`config.mk`:
```
export PLATFORM = sky130hd
export DESIGN_NAME = sspi_state_lane
export DESIGN_NICKNAME = d
export VERILOG_FILES = /design/src/rtl/core/sspi_pkg.sv /design/src/rtl/core/sspi_state_lane.sv
export SDC_FILE = /design/constraint.sdc
export NUM_CORES = 2
export LEC_CHECK = 0
export ABC_AREA = 1
export CORE_MARGIN = 5
export CORE_UTILIZATION = 30
export DETAILED_ROUTE_END_ITERATION = 8
export DONT_BUFFER_PORTS = 1
export GPL_TIMING_DRIVEN = 0
export PLACE_DENSITY = 0.46
export SLEW_MARGIN = 20
export SYNTH_ARGS = -nofsm -noshare
export SYNTH_HDL_FRONTEND = slang
export SYNTH_SLANG_ARGS = --single-unit
```
`constraint.sdc`:
```
create_clock -name clock -period 15.2 [get_ports clock]
set_input_delay 0.76 -clock clock [delete_from_list [all_inputs] [get_ports clock]]
set_output_delay 0.76 -clock clock [all_outputs]
set_load 0.03 [all_outputs]
```
`src/rtl/core/sspi_pkg.sv`:
```
// ----------------------------------------------------------------------------
// sspi_pkg
// Widths, reset values, register indexes and shared types of the
// state-space PI speed controller.
// ----------------------------------------------------------------------------
`default_nettype none

package sspi_pkg;

   // Field and register widths
   localparam int SPEED_W   = 16;   // Q8.8 speed and set point
   localparam int ERR_W     = SPEED_W + 1;
   localparam int COEF_W    = 18;   // Q4.14 coefficients
   localparam int CUR_W     = 16;   // Q8.8 current
   localparam int CSR_DATA_W = 18;
   localparam int CSR_IDX_W = 3;

   // Controller state width, 16 fraction bits
   localparam int STATE_W   = 32;

   // Scaling: err (8 frac) is lifted to 16 frac, products carry 30 frac bits
   localparam int ERR_SCALE   = 8;
   localparam int STATE_SHIFT = 14;  // 30 -> 16 fraction bits
   localparam int CUR_SHIFT   = 22;  // 30 -> 8 fraction bits

   // Accumulator widths
   localparam int PROD_W     = COEF_W + STATE_W;
   localparam int ERR_TERM_W = COEF_W + ERR_W + ERR_SCALE;
   localparam int BASE_W     = (PROD_W > ERR_TERM_W) ? PROD_W : ERR_TERM_W;
   localparam int ST_SUM_W   = BASE_W + 1;   // two terms
   localparam int CUR_SUM_W  = BASE_W + 2;   // three terms

   // Register reset values
   localparam logic signed [SPEED_W-1:0] RST_SET_POINT = 16'sd0;
   localparam logic signed [COEF_W-1:0]  RST_COEF_A0   = 18'sd16384;
   localparam logic signed [COEF_W-1:0]  RST_COEF_A1   = 18'sd8751;
   localparam logic signed [COEF_W-1:0]  RST_COEF_B0   = 18'sd2048;
   localparam logic signed [COEF_W-1:0]  RST_COEF_B1   = 18'sd19316;
   localparam logic signed [COEF_W-1:0]  RST_COEF_C0   = 18'sd5118;
   localparam logic signed [COEF_W-1:0]  RST_COEF_C1   = 18'sd19316;
   localparam logic signed [COEF_W-1:0]  RST_COEF_D    = 18'sd94144;

   // Register map
   typedef enum logic [CSR_IDX_W-1:0] {
      CSR_SET_POINT = 3'd0,
      CSR_COEF_A0   = 3'd1,
      CSR_COEF_A1   = 3'd2,
      CSR_COEF_B0   = 3'd3,
      CSR_COEF_B1   = 3'd4,
      CSR_COEF_C0   = 3'd5,
      CSR_COEF_C1   = 3'd6,
      CSR_COEF_D    = 3'd7
   } csr_index_type;

   // Request opcodes
   typedef enum logic {
      OP_UPDATE = 1'b0,
      OP_CLEAR  = 1'b1
   } opcode_type;

   typedef logic signed [STATE_W-1:0] state_type;
   typedef logic signed [COEF_W-1:0]  coef_type;
   typedef logic signed [ERR_W-1:0]   err_type;

   // Control from the top level to one state lane
   typedef struct packed {
      logic update;   // take the next state this cycle
      logic clear;    // next state is zero
   } lane_ctrl_type;

endpackage

`default_nettype wire

```
`src/rtl/core/sspi_state_lane.sv`:
```
// ----------------------------------------------------------------------------
// sspi_state_lane
// One controller state: holds x and updates x = round(a*x + b*err)
// with saturation to the state width, or clears it to zero.
// ----------------------------------------------------------------------------
`default_nettype none

module sspi_state_lane (
   input  wire logic                   clock,
   input  wire logic                   reset,
   input  wire sspi_pkg::lane_ctrl_type ctrl,
   input  wire sspi_pkg::coef_type     coef_a,
   input  wire sspi_pkg::coef_type     coef_b,
   input  wire sspi_pkg::err_type      err,
   output sspi_pkg::state_type         state,
   output logic                        clip
);

   localparam int SH_W = sspi_pkg::ST_SUM_W - sspi_pkg::STATE_SHIFT;
   localparam int BE_W = sspi_pkg::COEF_W + sspi_pkg::ERR_W;
   localparam logic signed [sspi_pkg::ST_SUM_W-1:0] ROUND_HALF =
      sspi_pkg::ST_SUM_W'(1) <<< (sspi_pkg::STATE_SHIFT - 1);

   sspi_pkg::state_type                     state_ff, state_in;
   logic signed [sspi_pkg::PROD_W-1:0]      feedback;
   logic signed [BE_W-1:0]                  prod_be;
   logic signed [sspi_pkg::ERR_TERM_W-1:0]  err_term;
   logic signed [sspi_pkg::ST_SUM_W-1:0]    sum;
   logic signed [SH_W-1:0]                  shifted;
   logic        [SH_W-sspi_pkg::STATE_W:0]  upper;
   logic                                    ovf;
   sspi_pkg::state_type                     limit;

   // a*x and b*err, both with 30 fraction bits
   assign feedback = coef_a * state_ff;
   assign prod_be  = coef_b * err;
   assign err_term = {prod_be, {sspi_pkg::ERR_SCALE{1'b0}}};

   // round half up to 16 fraction bits
   assign sum     = sspi_pkg::ST_SUM_W'(feedback) + sspi_pkg::ST_SUM_W'(err_term)
                  + ROUND_HALF;
   assign shifted = sum[sspi_pkg::ST_SUM_W-1:sspi_pkg::STATE_SHIFT];

   // saturate to the state range
   assign upper = shifted[SH_W-1:sspi_pkg::STATE_W-1];
   assign ovf   = !((&upper) || !(|upper));
   assign limit = shifted[SH_W-1] ? {1'b1, {(sspi_pkg::STATE_W-1){1'b0}}}
                                  : {1'b0, {(sspi_pkg::STATE_W-1){1'b1}}};

   always_comb begin
      if (ctrl.clear) begin
         state_in = '0;
      end else if (ovf) begin
         state_in = limit;
      end else begin
         state_in = shifted[sspi_pkg::STATE_W-1:0];
      end
   end

   // state register
   always_ff @(posedge clock) begin
      if (reset) begin
         state_ff <= '0;
      end else if (ctrl.update) begin
         state_ff <= state_in;
      end
   end

   assign state = state_ff;
   assign clip  = ovf;

endmodule

`default_nettype wire

```
==> results.yml <==
status:
  status: "finished clean"
sta:
  fmax_ghz: 0.0732
  setup_ws_ns: 1.53
  relSlewSlack_pct: 26.2
  grt_setup_unrepaired: "no"
  setup_viol: 0
  final_max_slew_viol_count: 0
  finClkSkew_ns: 0.0113
  worstMarginPinSlew_ns: 1.11
  finalHoldViolCount: 0
  period_minus_slack_ns: 13.67
  finalCritPeriodShare_pct: 89.9
  totalNegativeSetupSlack_ns: 0
synthesis:
  synth_top_area_share_pct: 52.5
  ys_ff_latch: 32
  syn_inst: 4358
  syn_avg_cell_area_sq_um: 7.91
  synth_edf_count: 0
  synth_async_sr_flop_share_pct: 0
  ys_warn_count: 0
  syn-num-nets: 5533
  yosys-top-cells-area: "fa_1, inv_1, nand2_1"
  ys_types: 43
  ys_seq_area_share_pct: 1.86
  yosys_most_used_dff: "dfxtp_1"
  yosysTopAreaCell: "fa_1"
  synth_commonest_cells: "inv_1, nand2_1, fa_1, ha_1, clkbuf_1"
  yosysMostFrequentCell: "inv_1"
  syn-cell-area_sq_um: 34500
floorplanning:
  die_area_sq_um: 122000
  io_pins: 90
  start_util_pct: 30.2
  core_area_sq_um: 114000
  die_x_um: 349
  die_y_um: 349
  placementRows: 124
drt:
  dr.pass1.iters: 7
  avgViaCountPerCell: 4.49
  ant_nets: 0
  routed_wl_mm: 115
  drtIter0Drc: 1701
  num_vias: 26500
  wire_per_inst_um: 19.5
  drc: 0
run:
  drv_cap: 0
global_routing:
  antenna_found_initial: 9
  grt_use_total_pct: 19.4
  grt_pass1_vias: 28600
  grt_overflow: 0
  grt_pass1_wl_mm: 178
  grt_start_max_net_pins: 12
place:
  gp_congestion: 0.906
  pre_cts_slack_ns: 1.62
  dpl.hpwl_mm: 102
  place_area_sq_um: 36400
  port_buffers: 0
  dp.cells: 5870
setup_path:
  r2r-start: "state[31]"
  reg2reg_to: "state[2]"
  regToRegSetupSlack_ns: 5.83
  critical-path-top-delay-family: "adder cells"
  rr_worst_depth: 31
  worstPathMaxFanout: 10
  slowest_stage: "fa_1"
  path_depth: 48
  cp.required_ns: 14.44
  max_stage_delay_ns: 0.66
  cp.arrival_ns: 12.91
  critPathBufInv: 13
  cp-start-kind: "input pin"
  startpoint: "err[8]"
  crit_path_end_kind: "primary output"
  timing_worst_setup_path_type: "input pin to primary output"
cells_and_area:
  fin_nets: 5540
  syn_to_final_growth_pct: 6.12
  drive_gt1_share_pct: 2.06
  final_cell_count_no_fill: 5899
  fin_area_sq_um: 36600
  largest_register_ff_count: 32
  num-fill-cells: 12400
worst_hold_path:
  worstHoldEndpoint: "state[12]"
  hold_class: "input pin to register"
  min_from: "reset"
  min_path_cells: 1
clocking:
  clkTransAtPathRegs_ns: 0.07
  postCtsSetupBuffers: 0
  cts_buffers: 5
  cts.sinks: 32
  cts_max_level: 2
  cts_hold_repair.buffers: 0
  clk_latency_ns: 0.31
  cts.path.max_buffers: 2
  root_buffer: "clkbuf_16"
  postCtsResizedCells: 0
  tritoncts: "built"
==> routing by layer <==
layer  vias up  GRT usage (%)  wire length, um
li1      12200              -                -
met1     13400           26.0            50000
met2       765           31.1            51800
met3       108           5.61            10200
met4         2           4.66             3210
met5         -              0               13
==> how the worst max path moves through the flow <==
stage	end	slack, ns
after detailed placement	clip	1.62
after global placement	clip	1.68
after global routing	clip	0.83
final	clip	1.53
after floorplan	clip	3.96
after CTS	clip	1.58
==> metrics by stage <==
stage               utilization (%)  hold slack [ns]
floorplan                         -            0.751
global placement               31.8            0.826
detailed placement             31.8            0.829
CTS                            32.0            0.509
global route                   32.0            0.503
finish                         32.0            0.511
==> final cells by class <==
cell class                      count  area (sq um)  area share [%]
Inverter                         1298          4870            13.3
Clock buffer                        5           125           0.342
Tap cell                         1512          1890            5.17
Multi-Input combinational cell   2828         28200            77.0
Buffer                            200           788            2.15
Antenna cell                       21          52.6           0.144
Clock inverter                      3          42.5           0.116
Sequential cell                    32           641            1.75
==> worst reg2reg max path: cells and delay by family (launching register included) <==
kind	cells	cell delay (ns)
flops	1	0.68
simple gates	9	1.05
fa+ha+maj	8	4.15
compound gates	6	1.01
buf+inv	8	2.33
==> cell families after synthesis <==
kind of cell | count (synthesis) | synth area share, %
buffers and inverters | 1498 | 16.4
AND/OR/NAND/NOR | 1461 | 16.8
adder cells (fa/ha/maj) | 1118 | 60.2
AO/OA/AOI/OAI | 176 | 2.89
XOR/XNOR | 73 | 1.85
flip-flops | 32 | 1.86
==> cells in the final DEF, fill, tap and decap left out, drive strengths merged, types with 3 or more instances in the layout <==
cell    netlist  final
buf          20     20
xnor2        35     35
nand2      1250   1250
nor2        103    103
a31oi         7      7
clkbuf      180    185
fa          904    904
xor2         38     38
dfxtp        32     32
ha          214    214
o21bai       14     14
nand4         9      9
o21a          3      3
a21oi       112    112
diode         0     21
inv        1297   1297
nand3        41     41
a21o          5      5
or2          36     36
o21ai        26     26
and2          3      3
nor3         15     15
Power is not shown: default switching activity piles up to over one toggle a cycle in this logic, so the estimate is an artifact.
